==> src/design/flsc_pkg.sv <==
// ----------------------------------------------------------------------------
// flsc_pkg
// types, character codes and canonical patterns for the float literal checker
// ----------------------------------------------------------------------------
`timescale 1ns / 1ps

package flsc_pkg;

   typedef enum logic [3:0] {
      PH_START,
      PH_SIGN,
      PH_INT,
      PH_DOT,
      PH_EXP,
      PH_EXP_SIGN,
      PH_EXP_DIG,
      PH_WORD,
      PH_DEAD
   } phase_type;

   typedef enum logic [2:0] {
      W_NONE,
      W_N,
      W_NA,
      W_NAN,
      W_I,
      W_IN,
      W_INF
   } word_type;

   typedef enum logic [2:0] {
      CLS_INVALID,
      CLS_FINITE,
      CLS_NAN_POS,
      CLS_NAN_NEG,
      CLS_INF_POS,
      CLS_INF_NEG
   } class_type;

   typedef struct packed {
      logic [7:0] text;
      logic       last;
   } beat_type;

   localparam logic [7:0] CH_PLUS  = 8'h2b;
   localparam logic [7:0] CH_MINUS = 8'h2d;
   localparam logic [7:0] CH_POINT = 8'h2e;
   localparam logic [7:0] CH_ZERO  = 8'h30;
   localparam logic [7:0] CH_NINE  = 8'h39;
   localparam logic [7:0] CH_UP_E  = 8'h45;
   localparam logic [7:0] CH_LO_A  = 8'h61;
   localparam logic [7:0] CH_LO_E  = 8'h65;
   localparam logic [7:0] CH_LO_F  = 8'h66;
   localparam logic [7:0] CH_LO_I  = 8'h69;
   localparam logic [7:0] CH_LO_N  = 8'h6e;

   localparam logic [63:0] PAT32_INVALID = 64'h0000_0000_7fc0_0001;
   localparam logic [63:0] PAT32_NAN_POS = 64'h0000_0000_7fc0_0000;
   localparam logic [63:0] PAT32_NAN_NEG = 64'h0000_0000_ffc0_0000;
   localparam logic [63:0] PAT32_INF_POS = 64'h0000_0000_7f80_0000;
   localparam logic [63:0] PAT32_INF_NEG = 64'h0000_0000_ff80_0000;
   localparam logic [63:0] PAT64_INVALID = 64'h7ff8_0000_0000_0001;
   localparam logic [63:0] PAT64_NAN_POS = 64'h7ff8_0000_0000_0000;
   localparam logic [63:0] PAT64_NAN_NEG = 64'hfff8_0000_0000_0000;
   localparam logic [63:0] PAT64_INF_POS = 64'h7ff0_0000_0000_0000;
   localparam logic [63:0] PAT64_INF_NEG = 64'hfff0_0000_0000_0000;
   localparam logic [63:0] PAT_FINITE    = 64'h0;

   function automatic logic [63:0] canon_pattern(class_type cls, logic dbl);
      logic [63:0] pat;
      case (cls)
         CLS_INVALID: pat = dbl ? PAT64_INVALID : PAT32_INVALID;
         CLS_FINITE:  pat = PAT_FINITE;
         CLS_NAN_POS: pat = dbl ? PAT64_NAN_POS : PAT32_NAN_POS;
         CLS_NAN_NEG: pat = dbl ? PAT64_NAN_NEG : PAT32_NAN_NEG;
         CLS_INF_POS: pat = dbl ? PAT64_INF_POS : PAT32_INF_POS;
         CLS_INF_NEG: pat = dbl ? PAT64_INF_NEG : PAT32_INF_NEG;
         default:     pat = dbl ? PAT64_INVALID : PAT32_INVALID;
      endcase
      return pat;
   endfunction

endpackage

==> src/design/flsc_grammar.sv <==
// ----------------------------------------------------------------------------
// flsc_grammar
// grammar state machine, one character per step, class of the closing beat
// ----------------------------------------------------------------------------
`timescale 1ns / 1ps

module flsc_grammar
   import flsc_pkg::*;
(
   input  logic      clock,
   input  logic      reset,
   input  logic      step_en,
   input  beat_type  beat,
   output class_type cls
);

   phase_type phase_ff, phase_in;
   word_type  word_ff, word_in;
   logic      neg_ff, neg_in;
   logic      seen_ff, seen_in;

   logic is_sign;
   logic is_digit;
   logic is_exp;

   assign is_sign  = (beat.text == CH_PLUS) || (beat.text == CH_MINUS);
   assign is_digit = (beat.text >= CH_ZERO) && (beat.text <= CH_NINE);
   assign is_exp   = (beat.text == CH_LO_E) || (beat.text == CH_UP_E);

   // next state
   always_comb begin
      phase_in = PH_DEAD;
      word_in  = word_ff;
      neg_in   = neg_ff;
      seen_in  = seen_ff;
      case (phase_ff)
         PH_START, PH_SIGN: begin
            if ((phase_ff == PH_START) && is_sign) begin
               phase_in = PH_SIGN;
               neg_in   = (beat.text == CH_MINUS);
            end else if (beat.text == CH_LO_N) begin
               phase_in = PH_WORD;
               word_in  = W_N;
            end else if (beat.text == CH_LO_I) begin
               phase_in = PH_WORD;
               word_in  = W_I;
            end else if (is_digit) begin
               phase_in = PH_INT;
               seen_in  = 1'b1;
            end else if (beat.text == CH_POINT) begin
               phase_in = PH_DOT;
            end
         end
         PH_INT: begin
            if (is_digit) begin
               phase_in = PH_INT;
            end else if (beat.text == CH_POINT) begin
               phase_in = PH_DOT;
            end else if (is_exp) begin
               phase_in = PH_EXP;
            end
         end
         PH_DOT: begin
            if (is_digit) begin
               phase_in = PH_DOT;
               seen_in  = 1'b1;
            end else if (is_exp && seen_ff) begin
               phase_in = PH_EXP;
            end
         end
         PH_EXP, PH_EXP_SIGN, PH_EXP_DIG: begin
            if ((phase_ff == PH_EXP) && is_sign) begin
               phase_in = PH_EXP_SIGN;
            end else if (is_digit) begin
               phase_in = PH_EXP_DIG;
            end
         end
         PH_WORD: begin
            if ((word_ff == W_N) && (beat.text == CH_LO_A)) begin
               phase_in = PH_WORD;
               word_in  = W_NA;
            end else if ((word_ff == W_NA) && (beat.text == CH_LO_N)) begin
               phase_in = PH_WORD;
               word_in  = W_NAN;
            end else if ((word_ff == W_I) && (beat.text == CH_LO_N)) begin
               phase_in = PH_WORD;
               word_in  = W_IN;
            end else if ((word_ff == W_IN) && (beat.text == CH_LO_F)) begin
               phase_in = PH_WORD;
               word_in  = W_INF;
            end
         end
         default: begin
            phase_in = PH_DEAD;
         end
      endcase
   end

   // class seen as if this beat closed the literal
   always_comb begin
      cls = CLS_INVALID;
      case (phase_in)
         PH_INT, PH_EXP_DIG: begin
            cls = CLS_FINITE;
         end
         PH_DOT: begin
            cls = seen_in ? CLS_FINITE : CLS_INVALID;
         end
         PH_WORD: begin
            if (word_in == W_NAN) begin
               cls = neg_in ? CLS_NAN_NEG : CLS_NAN_POS;
            end else if (word_in == W_INF) begin
               cls = neg_in ? CLS_INF_NEG : CLS_INF_POS;
            end
         end
         default: begin
            cls = CLS_INVALID;
         end
      endcase
   end

   // state clears after the closing beat
   always_ff @(posedge clock) begin
      if (reset) begin
         phase_ff <= PH_START;
         word_ff  <= W_NONE;
         neg_ff   <= 1'b0;
         seen_ff  <= 1'b0;
      end else if (step_en) begin
         if (beat.last) begin
            phase_ff <= PH_START;
            word_ff  <= W_NONE;
            neg_ff   <= 1'b0;
            seen_ff  <= 1'b0;
         end else begin
            phase_ff <= phase_in;
            word_ff  <= word_in;
            neg_ff   <= neg_in;
            seen_ff  <= seen_in;
         end
      end
   end

endmodule

==> src/design/float_literal_syntax_checker_top.sv <==
// ----------------------------------------------------------------------------
// float_literal_syntax_checker_top
// throughput: one character per cycle unless a closing beat waits behind an
//   untaken result; one grammar step between the input register and the
//   result register
// reset: synchronous, active high; grammar returns to start, no beat pending,
//   double width mode set
// ----------------------------------------------------------------------------
`timescale 1ns / 1ps

module float_literal_syntax_checker_top
   import flsc_pkg::*;
(
   input  logic        clock,
   input  logic        reset,

   // character beats
   input  logic        req_valid,
   output logic        req_ready,
   input  logic [7:0]  req_text_byte,
   input  logic        req_is_last,

   // one result per literal
   output logic        rsp_valid,
   input  logic        rsp_ready,
   output logic [2:0]  rsp_literal_class,
   output logic [63:0] rsp_canonical_pattern,

   // mode register
   input  logic        csr_wr_en,
   input  logic        csr_wr_data
);

   // input register
   logic     in_valid_ff, in_valid_in;
   beat_type in_beat_ff;

   // result register
   logic        out_valid_ff, out_valid_in;
   class_type   out_class_ff;
   logic [63:0] out_pattern_ff;

   // 1 selects f64 patterns
   logic mode_ff;

   logic      advance;
   logic      load_out;
   class_type step_class;

   // a held beat moves on unless it closes a literal while the result
   // register still holds an untaken result
   assign advance   = in_valid_ff && (!in_beat_ff.last || !out_valid_ff || rsp_ready);
   assign load_out  = advance && in_beat_ff.last;
   assign req_ready = !in_valid_ff || advance;

   assign in_valid_in  = (req_valid && req_ready) || (in_valid_ff && !advance);
   assign out_valid_in = load_out || (out_valid_ff && !rsp_ready);

   flsc_grammar u_grammar (
      .clock   (clock),
      .reset   (reset),
      .step_en (advance),
      .beat    (in_beat_ff),
      .cls     (step_class)
   );

   // control state
   always_ff @(posedge clock) begin
      if (reset) begin
         in_valid_ff  <= 1'b0;
         out_valid_ff <= 1'b0;
         mode_ff      <= 1'b1;
      end else begin
         in_valid_ff  <= in_valid_in;
         out_valid_ff <= out_valid_in;
         if (csr_wr_en) begin
            mode_ff <= csr_wr_data;
         end
      end
   end

   // payload: capture a beat whenever the input slot takes one
   always_ff @(posedge clock) begin
      if (req_valid && req_ready) begin
         in_beat_ff.text <= req_text_byte;
         in_beat_ff.last <= req_is_last;
      end
      if (load_out) begin
         out_class_ff   <= step_class;
         out_pattern_ff <= canon_pattern(step_class, mode_ff);
      end
   end

   assign rsp_valid             = out_valid_ff;
   assign rsp_literal_class     = out_class_ff;
   assign rsp_canonical_pattern = out_pattern_ff;

endmodule

==> config.mk <==
export PLATFORM = sky130hd
export DESIGN_NAME = float_literal_syntax_checker_top
export DESIGN_NICKNAME = d
export VERILOG_FILES = /design/src/design/flsc_pkg.sv /design/src/design/flsc_grammar.sv /design/src/design/float_literal_syntax_checker_top.sv
export SDC_FILE = /design/constraint.sdc
export NUM_CORES = 1
export LEC_CHECK = 0
export BUFFER_PORTS_ARGS = -buffer_cell sky130_fd_sc_hd__buf_4
export CAP_MARGIN = 20
export CORE_MARGIN = 2
export CORE_UTILIZATION = 29
export DETAILED_ROUTE_END_ITERATION = 6
export MAX_ROUTING_LAYER = met4
export PLACE_DENSITY_LB_ADDON = 0.25
export SKIP_CTS_REPAIR_TIMING = 1
export SYNTH_ARGS = -nofsm -noshare
export SYNTH_HDL_FRONTEND = slang
export SYNTH_SLANG_ARGS = --single-unit
==> constraint.sdc <==
create_clock -name clock -period 2.4 [get_ports clock]
set_clock_uncertainty 0.1 [all_clocks]
set_input_delay 0.48 -clock clock [delete_from_list [all_inputs] [get_ports clock]]
set_output_delay 0.48 -clock clock [all_outputs]
set_load 0.005 [all_outputs]
* After elaboration in Yosys (flattened, before gate mapping)
Cells that the tools add are included.
** Word-level totals
- Flip-flop bits (word level) :: 88
- Bits of input ports :: 15
- Output and inout bits :: 69
** Cells by class
- Order comparisons :: 2
- Eq/ne operators :: 31
- Multiplexer cells :: 48
- Reduce and logical (&&, ||, !) cells :: 29
** Operators with widths (number)
- 64-bit case mux with 5 select lines :: 1
- 63-bit two-way mux :: 3
- 64-bit two-way mux :: 2
- 4-bit two-way mux :: 17
- 8-bit by 7-bit equality test with 1-bit output (second input constant) :: 6
- 3-bit two-way mux :: 10
- 4-bit by 3-bit equality test with 1-bit output (second input constant) :: 6
- 8-bit by 6-bit equality test with 1-bit output (second input constant) :: 3
- 4-bit case mux with 5 select lines :: 1
- 4-bit by 2-bit equality test with 1-bit output (second input constant) :: 4
- 3-bit equality test (second input constant) :: 5
- 1-bit logical AND :: 13
- 3-bit by 2-bit equality test with 1-bit output (second input constant) :: 4
- 1-bit two-way mux :: 11
- 3-bit case mux with 3 select lines :: 1
- 8-bit by 6-bit >= comparator with 1-bit output (second input constant) :: 1
- 8-bit by 6-bit <= comparator with 1-bit output (second input constant) :: 1
- 1-bit logical OR :: 7
- 3-bit by 1-bit equality test with 1-bit output (second input constant) :: 2
- 3-bit case mux with 2 select lines :: 1
- 1-bit zero test :: 5
- 4-bit by 1-bit equality test with 1-bit output (second input constant) :: 1
- 4-bit zero test :: 1
- 2-bit OR reduction :: 2
- 2 further kinds :: 2

* Depth between registers and ports, before layout
- Word-level depth :: 13
- Mapped depth :: 7
- Gate-level depth less buffers :: 6

* Modules after synthesis
Synthesis repeated with hierarchy kept, for this count alone.
** Second synthesis, totals
- Cell total of the unflattened synthesis :: 250
- Area, all modules :: 2332.2 µm²
** Modules (own cells, without submodules)
- float_literal_syntax_checker_top :: times used 1, cells each 102, area an instance 1208.7 µm²
- flsc_grammar :: times used 1, cells each 148, area an instance 1123.6 µm²

* Least setup slack after synthesis
OpenSTA, ideal clock, no wires.
- Path kind :: register to register
- Start point :: reg in_beat_ff[2] (netlist bit)
- End point :: reg out_class_ff[0] (netlist: rsp_literal_class[0]) (data pin)
- Arrival :: 1840 ps
- Slack :: 206 ps
- Stages on the path, launching flop included :: 8
- Buffers on the path :: 1
- Clock period less this slack :: 2194 ps
- Path through :: edfxtp_1 buf_6 and4b_1 o21a_1 o21a_1 o221a_2 and4b_1 o21a_1
** On the way
- Longest elaborated chain between the ends :: 11
- Elaborated cells on any way between the ends :: 66
- Classes of those cells :: 2 x order compare; 15 x eq/ne; 38 x mux; 11 x reduce/logical
** Ends and longest elaborated chain
- from (decl) :: RTL line float_literal_syntax_checker_top.sv:36 : beat_type in_beat_ff;
- branches (longest 10 deep; another with 8-bit by 6-bit >= comparator with 1-bit output)
- 3-bit case mux with 3 select lines (*) :: RTL line flsc_grammar.sv:102 : case (phase_in)
- via step_class[0] :: RTL line float_literal_syntax_checker_top.sv:48 : class_type step_class;
- to (signal assigned) :: RTL line float_literal_syntax_checker_top.sv:89 : out_class_ff <= step_class;
- to (decl) :: RTL line float_literal_syntax_checker_top.sv:40 : class_type out_class_ff;
Mark *: on every way through the listed nets, which the timed path passes.
A chain may end at the register's enable or synchronous reset.

* Worst setup path after layout
- Start point :: reg in_beat_ff[3] (netlist bit)
- End point :: reg out_class_ff[0] (netlist: rsp_literal_class[0]) (data pin)
The elaborated chain is that of the path after synthesis.

==> results.toml <==
[cells_and_area]
final_area_sq_mm = 0.00271
fillers = 808
final_cell_mix = "buf_4 (63), conb_1 (40), nor2_1 (19), edfxtp_1 (19), a21oi_1 (14)"
diodes = 0
post_route_cells_drive_above_1_share = 0.311
layout.nets = 303
syn_to_final_growth_pct = 16.5
final_common_cell = "buf_4"

[timing]
relSlewSlack = 0.399
max_freq_ghz = 0.437
finalCritPeriodShare = 0.953
period_needed_ns = 2.29
hold_viol = 0
slew_violations = 0
setup_tns_ns = 0
finalWorstSetupSlack_ns = 0.113
setup_viol = 0
tightest_slew_ns = 0.898

[clock_tree]
cts_tree = "built"
clk_pin_slew_ns = 0.07
cts-buffers-inserted = 5
clk_path_buf_depth = 2
clockRootBuffer = "clkbuf_8"
htreeDepth = 2
clk_latency_ns = 0.28
clock-sinks = 31

[critical_path]
worstRegToRegCells = 7
path_max_fanout = 8
crit_start = "in_beat_ff[3]$_DFFE_PP_"
crit_slowest_cell = "edfxtp_1"
end_kind = "flip-flop"
critPathTopFamily = "compound AO/OA/AOI/OAI gates"
path_buf_inv = 1
rr_startpoint = "in_beat_ff[3]$_DFFE_PP_"
r2r_end = "rsp_literal_class[0]$_DFFE_PP_"
r2r_slack_ns = 0.11
cpPeakStageDelay_ns = 0.52
criticalPathCategory = "reg2reg"
worst_setup_path_start_kind = "flip-flop"
crit_cells = 7
arrival_ns = 2.22
crit_end = "rsp_literal_class[0]$_DFFE_PP_"
crit_required_ns = 2.33
worstPathCellList = "buf_4 -> o21ai_0 -> nand4_1 -> a21oi_1 -> nor4_2 -> a32o_2 -> o21a_1"

[drt]
num_vias = 1803
routedWlPerCell_um = 12.8
routed_via_density = 4.61
drc = 0
drt_iter0_drc = 101
drt-pass1-iter-count = 4
wirelength_mm = 5.02
drtAntennaViolNets = 0

[logic_synthesis]
ys_warn_count = 0
syn_avg_cell_area_sq_um = 9.46
synth_edf_count = 19
yosysTopAreaCell = "edfxtp_1"
synth_area_leaders = "edfxtp_1 (25%), buf_4 (18%), dfxtp_1 (10%)"
syn_inst = 246
synth_flop_cell = "edfxtp_1"
async_flop_share = 0
synth_seq_area_share = 0.349
ys_types = 58
syn_area_sq_mm = 0.00233
yosysTopAreaCellShare = 0.245
ys_ff_latch = 31

[global_routing]
grt_pass1_vias = 1633
grt_use_total = 0.119
grt_pass1_wl_mm = 7.89
grt_max_degree = 12
overflow = 0
antenna_found_initial = 0

[pwr]
leakagePower_nw = 1.10
power.density_mw_per_mm2 = 425
vdd_drop_max_v = 0.000234

[floorplanning]
coreArea_sq_mm = 0.00777
num_rows = 32
die_h_um = 93.6
io_pins = 84
start_util = 0.299
die_w_um = 93.6
dieArea_sq_mm = 0.00875

[placement]
gp_congestion = 0.851
place_ws_ns = 0.0526
post_dp_cell_area_sq_mm = 0.00254
hpwl_mm = 3.79
port_buffers = 43

[flow_run]
cap_violations = 0

[run_status]
status = "finished clean"

[min_path]
hold_path_class = "in2reg"
==> worst min-delay path by stage <==
stage	startpoint	endpoint	slack, ns	depth (start not counted)
3_5_place_dp	u_grammar.seen_ff$_SDFFE_PP0P_	u_grammar.seen_ff$_SDFFE_PP0P_	0.39	1
6_report	req_text_byte[5]	in_beat_ff[6]$_DFFE_PP_	0.27	1
2_1_floorplan	u_grammar.seen_ff$_SDFFE_PP0P_	u_grammar.seen_ff$_SDFFE_PP0P_	0.36	1
5_1_grt	req_text_byte[6]	in_beat_ff[7]$_DFFE_PP_	0.25	1
3_3_place_gp	u_grammar.seen_ff$_SDFFE_PP0P_	u_grammar.seen_ff$_SDFFE_PP0P_	0.39	1
4_1_cts	req_text_byte[7]	in_beat_ff[8]$_DFFE_PP_	0.26	1
==> report_power, final <==
part	internal [mW]	total, mW	switching, mW
Clock	0.196	0.389	0.193
Sequential	0.583	0.606	0.0230
Combinational	0.0747	0.156	0.0815
==> synthesized netlist by cell type, types with 2 or more instances <==
master    count
edfxtp_1     19
and4b_1       4
buf_6         3
a32oi_1       2
nor3_2        2
nor2b_1       2
and4bb_2      2
nand3_1       5
a211oi_1      2
nand2b_1      2
nor3b_1       2
o21a_1        5
buf_2         6
inv_1         6
dfxtp_1      12
a31oi_1       5
nand2_1      13
and2_1        5
nor3_1        5
o21ai_0       7
or4b_1        2
a41oi_1       2
o21ai_1       3
a21oi_1      14
nor4b_2       2
nor4bb_1      2
a22oi_1       4
and4bb_1      2
buf_4        57
a21o_1        2
nor2_1       19
o211ai_1      2
==> routing by layer <==
metal  GRT usage  wire [um]  vias to the layer above  part of all wire
met3      0.0258        268                        4             0.053
met5           -          0                        -                 0
met1       0.145       2180                      845              0.43
met4      0.0556         89                        0             0.018
li1            -          -                      887                 -
met2       0.189       2490                       67              0.49
==> sequential cells by signal, summed over array words and instances (netlist names) <==
signal                 count
rsp_canonical_pattern      7
u_grammar.seen_ff          1
u_grammar.word_ff          3
u_grammar.phase_ff         4
rsp_literal_class          3
mode_ff                    1
u_grammar.neg_ff           1
in_valid_ff                1
rsp_valid                  1
in_beat_ff                 9
==> metrics by stage <==
step,util,std cells,power (mW),hold WS [ns]
6_report,0.349,391,1.15,0.272
5_1_grt,0.349,391,1.22,0.250
4_1_cts,0.338,386,1.16,0.260
3_5_place_dp,0.327,378,0.762,0.392
3_3_place_gp,0.326,377,0.760,0.390
2_1_floorplan,-,285,0.755,0.362
==> layout make-up <==
class / count / area [sq um] / area share
inverter: 6 / 22.5 / 0.00831
clock inverter: 3 / 15.0 / 0.00554
multi-input combinational: 181 / 1190 / 0.439
timing repair buffer: 63 / 473 / 0.175
tap: 102 / 128 / 0.0471
clock buffer: 5 / 68.8 / 0.0254
sequential: 31 / 812 / 0.300
==> logic make-up (layout without fill, tap and decap cells) <==
family	after synthesis	after routing	share of synthesized area
other	1	40	0.00161
and+or+nand+nor	80	80	0.238
DFF	31	31	0.349
xor gates and xnor gates	2	2	0.0108
AOI/OAI and AO/OA	59	59	0.179
buffers and inverters	73	77	0.223
==> worst register-to-register path: stages (launching register included) <==
cell	delay (ns)
edfxtp_1	0.52
buf_4	0.21
o21ai_0	0.23
nand4_1	0.17
a21oi_1	0.26
nor4_2	0.07
a32o_2	0.29
o21a_1	0.18
Note: power is estimated with default switching activity, not from simulation.
